--- src/rtl/core/lru_handle_cache_macros.svh ---
// assertion macros for the lru handle cache rtl
`ifndef LRU_HANDLE_CACHE_MACROS_SVH
`define LRU_HANDLE_CACHE_MACROS_SVH

// plain property, sampled on clk_i, off while rst_ni is low
`define LHC_ASSERT(label, prop, msg) \
  label: assert property (@(posedge clk_i) disable iff (!rst_ni) (prop)) else $error(msg);

// implication form, same clock and reset
`define LHC_ASSERT_IMPL(label, ante, cons, msg) \
  label: assert property (@(posedge clk_i) disable iff (!rst_ni) (ante) |-> (cons)) \
    else $error(msg);

`endif

--- src/rtl/core/lhc_pkg.sv ---
// shared types and widths for the lru handle cache
`timescale 1ns / 1ps
`default_nettype none

package lhc_pkg;

  localparam int unsigned KEY_W    = 32;
  localparam int unsigned HANDLE_W = 16;
  localparam int unsigned STAMP_W  = 32;
  localparam int unsigned SLOT_W   = 4;

  // search token that walks down the row of entry cells
  typedef struct packed {
    logic                active;
    logic [KEY_W-1:0]    key;
    logic                match;
    logic                free;
    logic                min_vld;
    logic [HANDLE_W-1:0] match_handle;
    logic [KEY_W-1:0]    min_key;
    logic [HANDLE_W-1:0] min_handle;
    logic [STAMP_W-1:0]  min_stamp;
  } scan_t;

  // entry update broadcast to all cells
  typedef struct packed {
    logic                en;
    logic                fill;
    logic [KEY_W-1:0]    key;
    logic [HANDLE_W-1:0] handle;
    logic [STAMP_W-1:0]  stamp;
  } upd_t;

endpackage

`default_nettype wire

--- src/rtl/core/lhc_cell.sv ---
// one table entry plus one stage of the search token chain
`timescale 1ns / 1ps
`default_nettype none

module lhc_cell import lhc_pkg::*; #(
  parameter int unsigned IDX_W = 4,
  parameter int unsigned IDX   = 0
) (
  input  wire logic             clk_i,
  input  wire logic             rst_ni,
  input  wire scan_t            scan_i,
  input  wire logic [IDX_W-1:0] match_idx_i,
  input  wire logic [IDX_W-1:0] free_idx_i,
  input  wire logic [IDX_W-1:0] min_idx_i,
  output scan_t                 scan_o,
  output logic      [IDX_W-1:0] match_idx_o,
  output logic      [IDX_W-1:0] free_idx_o,
  output logic      [IDX_W-1:0] min_idx_o,
  input  wire upd_t             upd_i,
  input  wire logic [IDX_W-1:0] upd_idx_i
);

  localparam logic [IDX_W-1:0] MY_IDX = IDX_W'(IDX);

  logic                valid_q;
  logic [KEY_W-1:0]    key_q;
  logic [HANDLE_W-1:0] handle_q;
  logic [STAMP_W-1:0]  stamp_q;

  scan_t               scan_d, scan_q;
  logic [IDX_W-1:0]    midx_d, midx_q;
  logic [IDX_W-1:0]    fidx_d, fidx_q;
  logic [IDX_W-1:0]    nidx_d, nidx_q;
  logic                upd_me;

  assign upd_me = upd_i.en && (upd_idx_i == MY_IDX);

  // fold this entry into the passing token
  always_comb begin
    scan_d = scan_i;
    midx_d = match_idx_i;
    fidx_d = free_idx_i;
    nidx_d = min_idx_i;
    if (scan_i.active) begin
      if (valid_q && (key_q == scan_i.key) && !scan_i.match) begin
        scan_d.match        = 1'b1;
        scan_d.match_handle = handle_q;
        midx_d              = MY_IDX;
      end
      if (!valid_q && !scan_i.free) begin
        scan_d.free = 1'b1;
        fidx_d      = MY_IDX;
      end
      // strict less-than keeps the lowest index on ties
      if (!scan_i.min_vld || (stamp_q < scan_i.min_stamp)) begin
        scan_d.min_vld    = 1'b1;
        scan_d.min_stamp  = stamp_q;
        scan_d.min_key    = key_q;
        scan_d.min_handle = handle_q;
        nidx_d            = MY_IDX;
      end
    end
  end

  always_ff @(posedge clk_i or negedge rst_ni) begin
    if (!rst_ni) begin
      valid_q <= 1'b0;
      scan_q  <= '0;
    end else begin
      scan_q <= scan_d;
      if (upd_me && upd_i.fill) begin
        valid_q <= 1'b1;
      end
    end
  end

  always_ff @(posedge clk_i) begin
    midx_q <= midx_d;
    fidx_q <= fidx_d;
    nidx_q <= nidx_d;
    if (upd_me) begin
      stamp_q <= upd_i.stamp;
      if (upd_i.fill) begin
        key_q    <= upd_i.key;
        handle_q <= upd_i.handle;
      end
    end
  end

  assign scan_o      = scan_q;
  assign match_idx_o = midx_q;
  assign free_idx_o  = fidx_q;
  assign min_idx_o   = nidx_q;

endmodule

`default_nettype wire

--- src/rtl/core/lru_handle_cache.sv ---
// lru handle cache: fully associative key-to-handle table, chain of entry cells
//
// input channel (in_valid_i / in_ready_o) carries lookup_key_i and new_handle_i;
// output channel (out_valid_o / out_ready_i) carries one result per input transfer
// an input transfer injects a search token into cell 0; the result is registered in
// fin_q once the token leaves the last cell, then loaded into the output register; the
// search token walks one entry cell per cycle down the chain; requests are handled one at a time
// a hit refreshes the entry stamp; a miss fills the lowest free entry, or evicts
// the entry with the smallest stamp (lowest index on ties) and reports it
// reset clears all valid bits, the use counter and the output valid flag;
// entries need no clearing pass, an invalid entry never matches
// a stalled receiver holds the result in the output register; the next request
// is still taken and searched, and its result waits until the output frees up
`timescale 1ns / 1ps
`default_nettype none

`include "lru_handle_cache_macros.svh"

module lru_handle_cache import lhc_pkg::*; #(
  parameter int unsigned ENTRIES = 16
) (
  input  wire logic                clk_i,
  input  wire logic                rst_ni,
  input  wire logic                in_valid_i,
  output logic                     in_ready_o,
  input  wire logic [KEY_W-1:0]    lookup_key_i,
  input  wire logic [HANDLE_W-1:0] new_handle_i,
  output logic                     out_valid_o,
  input  wire logic                out_ready_i,
  output logic                     hit_o,
  output logic [SLOT_W-1:0]        slot_index_o,
  output logic [HANDLE_W-1:0]      handle_out_o,
  output logic                     evicted_o,
  output logic [KEY_W-1:0]         evicted_key_o,
  output logic [HANDLE_W-1:0]      evicted_handle_o
);

  localparam int unsigned IDX_W = $clog2(ENTRIES);

  typedef enum logic [2:0] {
    ST_IDLE = 3'b001,
    ST_SCAN = 3'b010,
    ST_FIN  = 3'b100
  } state_e;

  typedef struct packed {
    logic                hit;
    logic [SLOT_W-1:0]   slot;
    logic [HANDLE_W-1:0] handle;
    logic                evicted;
    logic [KEY_W-1:0]    ev_key;
    logic [HANDLE_W-1:0] ev_handle;
  } res_t;

  state_e               state_d, state_q;
  logic [STAMP_W-1:0]   cnt_q;
  logic [HANDLE_W-1:0]  nh_q;
  res_t                 res_c, fin_q, out_q;
  logic                 out_valid_q;
  logic                 in_xfer;
  logic                 scan_done;
  logic                 out_load;

  // token chain wiring: element i is the output of cell i
  scan_t                tok   [ENTRIES];
  logic [IDX_W-1:0]     midx  [ENTRIES];
  logic [IDX_W-1:0]     fidx  [ENTRIES];
  logic [IDX_W-1:0]     nidx  [ENTRIES];
  logic [ENTRIES-1:0]   tok_act;
  scan_t                inject;
  upd_t                 upd;
  logic [IDX_W-1:0]     upd_idx;
  logic [IDX_W-1:0]     tgt_idx;
  scan_t                last;

  assign in_ready_o = (state_q == ST_IDLE);
  assign in_xfer    = in_valid_i && in_ready_o;

  // fresh token enters cell 0 on the input transfer
  always_comb begin
    inject        = '0;
    inject.active = in_xfer;
    inject.key    = lookup_key_i;
  end

  for (genvar i = 0; i < ENTRIES; i++) begin : g_cell
    if (i == 0) begin : g_head
      lhc_cell #(.IDX_W(IDX_W), .IDX(i)) u_cell (
        .clk_i,
        .rst_ni,
        .scan_i      (inject),
        .match_idx_i ('0),
        .free_idx_i  ('0),
        .min_idx_i   ('0),
        .scan_o      (tok[i]),
        .match_idx_o (midx[i]),
        .free_idx_o  (fidx[i]),
        .min_idx_o   (nidx[i]),
        .upd_i       (upd),
        .upd_idx_i   (upd_idx)
      );
    end else begin : g_body
      lhc_cell #(.IDX_W(IDX_W), .IDX(i)) u_cell (
        .clk_i,
        .rst_ni,
        .scan_i      (tok[i-1]),
        .match_idx_i (midx[i-1]),
        .free_idx_i  (fidx[i-1]),
        .min_idx_i   (nidx[i-1]),
        .scan_o      (tok[i]),
        .match_idx_o (midx[i]),
        .free_idx_o  (fidx[i]),
        .min_idx_o   (nidx[i]),
        .upd_i       (upd),
        .upd_idx_i   (upd_idx)
      );
    end
    assign tok_act[i] = tok[i].active;
  end

  assign last      = tok[ENTRIES-1];
  assign scan_done = last.active && (state_q == ST_SCAN);

  // decide target entry once the token leaves the last cell
  always_comb begin
    if (last.match) begin
      tgt_idx = midx[ENTRIES-1];
    end else if (last.free) begin
      tgt_idx = fidx[ENTRIES-1];
    end else begin
      tgt_idx = nidx[ENTRIES-1];
    end

    res_c           = '0;
    res_c.hit       = last.match;
    res_c.slot      = SLOT_W'(tgt_idx);
    res_c.handle    = last.match ? last.match_handle : nh_q;
    res_c.evicted   = !last.match && !last.free;
    if (res_c.evicted) begin
      res_c.ev_key    = last.min_key;
      res_c.ev_handle = last.min_handle;
    end

    // hit only refreshes the stamp, miss rewrites the whole entry
    upd        = '0;
    upd.en     = scan_done;
    upd.fill   = !last.match;
    upd.key    = last.key;
    upd.handle = nh_q;
    upd.stamp  = cnt_q;
    upd_idx    = tgt_idx;
  end

  assign out_load = (state_q == ST_FIN) && (!out_valid_q || out_ready_i);

  always_comb begin
    state_d = state_q;
    unique case (state_q)
      ST_IDLE: begin
        if (in_xfer) begin
          state_d = ST_SCAN;
        end
      end
      ST_SCAN: begin
        if (scan_done) begin
          state_d = ST_FIN;
        end
      end
      ST_FIN: begin
        if (out_load) begin
          state_d = ST_IDLE;
        end
      end
      default: state_d = ST_IDLE;
    endcase
  end

  always_ff @(posedge clk_i or negedge rst_ni) begin
    if (!rst_ni) begin
      state_q     <= ST_IDLE;
      cnt_q       <= '0;
      out_valid_q <= 1'b0;
    end else begin
      state_q <= state_d;
      // counter bumps per request, stamp is the bumped value
      if (in_xfer) begin
        cnt_q <= cnt_q + STAMP_W'(1);
      end
      if (out_load) begin
        out_valid_q <= 1'b1;
      end else if (out_ready_i) begin
        out_valid_q <= 1'b0;
      end
    end
  end

  always_ff @(posedge clk_i) begin
    if (in_xfer) begin
      nh_q <= new_handle_i;
    end
    if (scan_done) begin
      fin_q <= res_c;
    end
    if (out_load) begin
      out_q <= fin_q;
    end
  end

  assign out_valid_o      = out_valid_q;
  assign hit_o            = out_q.hit;
  assign slot_index_o     = out_q.slot;
  assign handle_out_o     = out_q.handle;
  assign evicted_o        = out_q.evicted;
  assign evicted_key_o    = out_q.ev_key;
  assign evicted_handle_o = out_q.ev_handle;

  // only one search token may ever be in flight
  `LHC_ASSERT(a_one_token, $onehot0(tok_act), "more than one search token in the chain")
  // chain is empty whenever a new request may enter
  `LHC_ASSERT_IMPL(a_idle_empty, state_q == ST_IDLE, tok_act == '0, "token left over in idle")
  // a hit never reports an eviction
  `LHC_ASSERT_IMPL(a_hit_no_ev, out_valid_o && hit_o, !evicted_o, "eviction reported on a hit")
  // without eviction the evicted fields read zero
  `LHC_ASSERT_IMPL(a_ev_zero, out_valid_o && !evicted_o,
    evicted_key_o == '0 && evicted_handle_o == '0, "stale evicted fields")

endmodule

`default_nettype wire

--- config.mk ---
export PLATFORM = sky130hd
export DESIGN_NAME = lru_handle_cache
export DESIGN_NICKNAME = d
export VERILOG_FILES = /design/src/rtl/core/lhc_pkg.sv /design/src/rtl/core/lhc_cell.sv /design/src/rtl/core/lru_handle_cache.sv
export VERILOG_INCLUDE_DIRS = /design/src /design/src/rtl/core
export SDC_FILE = /design/constraint.sdc
export NUM_CORES = 2
export LEC_CHECK = 0
export BUFFER_PORTS_ARGS = -buffer_cell sky130_fd_sc_hd__buf_2
export CORE_ASPECT_RATIO = 1.25
export CORE_MARGIN = 2
export CORE_UTILIZATION = 50
export CTS_BUF_LIST = sky130_fd_sc_hd__clkbuf_8
export CTS_CLUSTER_DIAMETER = 40
export DETAILED_ROUTE_END_ITERATION = 6
export PLACE_DENSITY_LB_ADDON = 0.25
export SYNTH_ARGS = -nofsm -noshare
export SYNTH_HDL_FRONTEND = slang
export SYNTH_HIERARCHICAL = 1
export SYNTH_SLANG_ARGS = --single-unit
--- constraint.sdc ---
create_clock -name clk_i -period 13.3 [get_ports clk_i]
set_clock_uncertainty 0.1 [all_clocks]
set_input_delay 0.665 -clock clk_i [delete_from_list [all_inputs] [get_ports clk_i]]
set_output_delay 0.665 -clock clk_i [all_outputs]
set_load 0.02 [all_outputs]
**Word level (Yosys, flattened, before mapping)**

Cells that the tools add are included.

- Bits in registers: 3747
- Word-level logic and storage cells: 691

- $add $sub $neg: 1
- Magnitude comparators: 15
- Eq/ne operators: 37
- Muxes and demuxes: 190
- Bitwise operators: 1
- Reduce and logical (&&, ||, !) cells: 180

Operators by type and width:

| operator | number |
|---|---|
| two-way mux 99 bit | 16 |
| two-way mux 80 bit | 15 |
| equality test 32 bit | 16 |
| less-than comparator 32 bit | 15 |
| two-way mux 4 bit | 86 |
| two-way mux 16 bit | 17 |
| logical AND 1 bit | 82 |
| logical NOT 1 bit | 63 |
| two-way mux 1 bit | 52 |
| adder 32 x 1 -> 32 bit, second input constant | 1 |
| equality test 4 bit, second input constant | 8 |
| AND reduction 2 bit | 16 |
| equality test 4 x 3 -> 1 bit, second input constant | 4 |
| logical OR 1 bit | 16 |
| two-way mux 3 bit | 3 |
| one-hot mux 3 bit (3 select lines) | 1 |
| equality test 4 x 2 -> 1 bit, second input constant | 2 |
| equality test 4 x 1 -> 1 bit, second input constant | 1 |
| logical NOT 4 bit | 1 |
| inequality test 2 bit, second input constant | 2 |
| equality test 3 x 1 -> 1 bit, second input constant | 1 |
| equality test 3 x 2 -> 1 bit, second input constant | 1 |
| equality test 3 bit, second input constant | 1 |
| AND reduction 3 bit | 1 |
| other kinds (3) | 3 |

**Depth between registers and ports, before layout**

- Depth in word-level cells: 5
- Gate-level depth with buffers: 10

**Hierarchy**

The synthesis kept the hierarchy.

By module, submodules not included:

| module | times used | cells each | area an instance (um^2) |
|---|---|---|---|
| lhc_cell (g_cell[11].g_body.u_cell ...) | 3 | 511 | 8441.8 |
| lhc_cell (g_cell[10].g_body.u_cell ...) | 3 | 511 | 8440.6 |
| lhc_cell (g_cell[5].g_body.u_cell ...) | 3 | 516 | 8425.6 |
| lhc_cell (g_cell[13].g_body.u_cell ...) | 2 | 511 | 8438.1 |
| lhc_cell (g_cell[4].g_body.u_cell ...) | 2 | 516 | 8423.1 |
| lhc_cell (g_cell[15].g_body.u_cell) | 1 | 512 | 8440.6 |
| lhc_cell (g_cell[0].g_head.u_cell) | 1 | 511 | 8428.1 |
| lhc_cell (g_cell[7].g_body.u_cell) | 1 | 516 | 8426.8 |
| lru_handle_cache | 1 | 402 | 7049.3 |

**Least setup slack after synthesis**

Ideal clock, no wire load.

- Kind: register to register
- Start point: reg state_q[2]
- End point: reg g_cell[11].g_body.u_cell.handle_q[0], enable pin
- Arrival: 11461 ps
- Slack: 1329 ps
- Stages on the path, launching flop included: 6
- Buffers on the path: 1
- Clock period less this slack: 11971 ps
- Path through: dfrtp_1 > clkbuf_1 > nor3b_1 > nand2_1 > nor4bb_1 > and2_1

- Cells in the longest elaborated chain, start to end: 4

Ends and longest elaborated chain:

| item | RTL line | RTL |
|---|---|---|
| start, declared | lru_handle_cache.sv:55 | `state_e state_d, state_q;` |
| start signal, assigned | lru_handle_cache.sv:184 | `state_q <= state_d;` |
| equality test 3 x 2 -> 1 bit | lru_handle_cache.sv:122 | `assign scan_done = last.active && (state_q == ST_SCAN);` |
| logical AND 1 bit | lru_handle_cache.sv:122 |  |
| named net scan_done | lru_handle_cache.sv:61 | `logic scan_done;` |
| logical AND 1 bit | lhc_cell.sv:36 | `assign upd_me = upd_i.en && (upd_idx_i == MY_IDX);` |
| named net g_cell[11].g_body.u_cell.upd_me | lhc_cell.sv:34 | `logic upd_me;` |
| AND reduction 2 bit (no line) | - |  |
| end signal, assigned | lhc_cell.sv:85 | `handle_q <= upd_i.handle;` |
| end, declared | lhc_cell.sv:27 | `logic [HANDLE_W-1:0] handle_q;` |

The timed path passes the listed nets, and every way through them passes these cells.
A chain may end at the register's enable or synchronous reset.

==> out/metrics.cfg <==
[floorplan]
die_y_um = 597
rows = 217
dieArea_um2 = 286000
chipWidth_um = 479
start_util_pct = 50.3
core_um2 = 280000
num_io_pins = 124

[clock_tree]
clock-root-buffer = clkbuf_8
clk_pin_slew_worst_paths_ps = 60
cts_setup_buffers = 0
cts.htree.levels = 6
cts_tree = built
cts_buffers = 570
ctsLongestPathBuffers = 4
clock-sinks = 3759
clock_latency_ps = 1020

[timing]
setup_tns_ps = 0
max_freq_ghz = 0.235
setup_violations = 0
fin_ws_ps = 9040
tightest_slew_ps = 1260
relSlewSlack_pct = 16.0
final_max_slew_viol_count = 0
rsz0062_at_grt = no
fin_crit_ps = 4260
fin_crit_sh_pct = 32.0
hold_violations = 0

[final_layout]
final_layout_size_suffix_gt1_share_pct = 17.5
fill_cells = 21500
areaGrowthSynthToFinish_pct = 12.2
utilization_pct = 56.4
finalNonFillerCells = 13600
nets = 9903

[logic_synthesis]
yosysWarnings = 6
syn_area_um2 = 141000
avgSynthCellArea_um2 = 16.5
postSynthCellCount = 8541

[drt]
wirelength_um = 265000
ant_nets = 0
num_vias = 67700
dr.pass1.iters = 6
drt_iter0_drc = 3459
wl_per_cell_um = 19.6
avgViaCountPerCell = 4.99
drc_errors = 0

[worst_setup_path]
worst_ep_required_time_ps = 14080
path_max_fanout = 48
critPathLaunchType = flop
arrival_ps = 5040
cp-end-kind = flop
criticalPathCategory = flop to flop

[outcome]
outcome = finished clean

[placement]
placement.io_buffers = 123
hpwl_um = 182000
dp.cells = 12500
preCtsSetupSlack_ps = 8820
place_congestion = 0.802

[grt]
track_usage_pct = 18.9
grt_max_degree = 192
grt_overflow = 0
grt_pass1_vias = 75300
grt_pass1_wl_um = 427000
top_usage_layer = met2
antenna_found_initial = 8
grtUsageMet2_pct = 31.3
grt_util_met3_pct = 2.73
grt_use_met1_pct = 25.9

[pwr]
leakagePower_nw = 64.3
pwr_density_cell_nw_per_um2 = 188
ir_worst_vdd_uv = 143
p_total_w = 0.0296

[worst_hold_path]
holdCritPathClass = input pin to async pin

[run]
max-cap-violations = 0

[what timing repair did]
item / 4_1_cts / 5_1_grt
hold endpoints to repair: 204 / 0
resized for setup: 0 / 0
hold buffers: 51 / 0
[flip-flops by register name (all words and copies together), names as in the netlist, 32 cells and up]
name,cells
g_cell.g_body.u_cell/handle_q,240
g_cell.g_head.u_cell/scan_o,132
cnt_q,32
g_cell.g_head.u_cell/key_q,32
g_cell.g_body.u_cell/min_idx_o,60
g_cell.g_body.u_cell/free_idx_o,60
g_cell.g_body.u_cell/match_idx_o,60
g_cell.g_body.u_cell/stamp_q,480
fin_q,70
evicted_key_o,32
g_cell.g_head.u_cell/stamp_q,32
g_cell.g_body.u_cell/key_q,480
g_cell.g_body.u_cell/scan_o,1947
[per-stage QoR]
stage | area, µm² | hold WS (ps)
global route | 158000 | 169
finish | 158000 | 97.9
CTS | 158000 | 113
detailed placement | 146000 | 266
global placement | 146000 | 263
floorplan | 141000 | 254
[layout make-up]
cell class              count  area (µm²)  area share (%)
multi-input cells        4177       37600            23.8
clock buffers             686        9440            5.98
well taps                3723        4660            2.95
repair buffers            283        2030            1.29
diodes                      7        17.5          0.0111
flip-flops and latches   3759      100000            63.5
clock inverters           354        1880            1.19
inverters                 563        2110            1.34
[placed cells by master (no fill, tap or decap), types with 51 or more instances in the layout]
cell type	n
a21oi_1	162
and2_1	62
buf_2	122
buf_4	103
clkbuf_8	686
clkinv_2	51
conb_1	147
dfrtp_1	2130
dfxtp_1	192
dlygate4sd3_1	51
edfxtp_1	1436
ha_1	497
inv_1	786
mux2_1	1012
mux2_2	509
nand2_1	223
nand3_1	51
nand4_1	155
nor2_1	64
nor2b_1	107
nor4_1	58
o21ai_0	85
or2_2	105
xnor2_1	381
xor2_1	134
[final timing paths]
check	to	cells past startpoint	slack, ps	from
setup / recovery	g_cell[14].g_body.u_cell/scan_o[64]	10	9040	g_cell[13].g_body.u_cell/scan_o[14]
hold / removal	g_cell[0].g_head.u_cell/scan_o[103]	2	100	rst_ni
setup reg to reg	g_cell[14].g_body.u_cell/scan_o[64]	10	9040	g_cell[13].g_body.u_cell/scan_o[14]
hold reg to reg	g_cell[14].g_body.u_cell/scan_o[108]	0	270	g_cell[13].g_body.u_cell/scan_o[108]
max in group asynchronous	g_cell[12].g_body.u_cell/scan_o[9]	5	9320	rst_ni
min in group clk_i	g_cell[0].g_head.u_cell/scan_o[103]	2	220	lookup_key_i[4]
[worst max-delay path, stage by stage (launching register included)]
cell	delay, ps
dfrtp_1	360
inv_1	50
ha_1	300
nand4_1	140
nor3_1	90
a2111oi_0	450
o211ai_1	230
a22oi_2	980
buf_4	400
buf_4	590
mux2_1	390
[report_power, final]
part / internal, W / leakage [nW] / switching (W)
registers: 0.0143 / 39.9 / 0.00105
clock network: 0.00492 / 6.59 / 0.00422
logic: 0.00253 / 17.9 / 0.00263
[metal layers]
layer	part of all wire [%]	routed length, µm
met1	46	121000
met5	0.012	33
met2	49	129000
met4	2.3	6160
met3	3.1	8200
No activity file was read; power rests on OpenSTA's default activity.
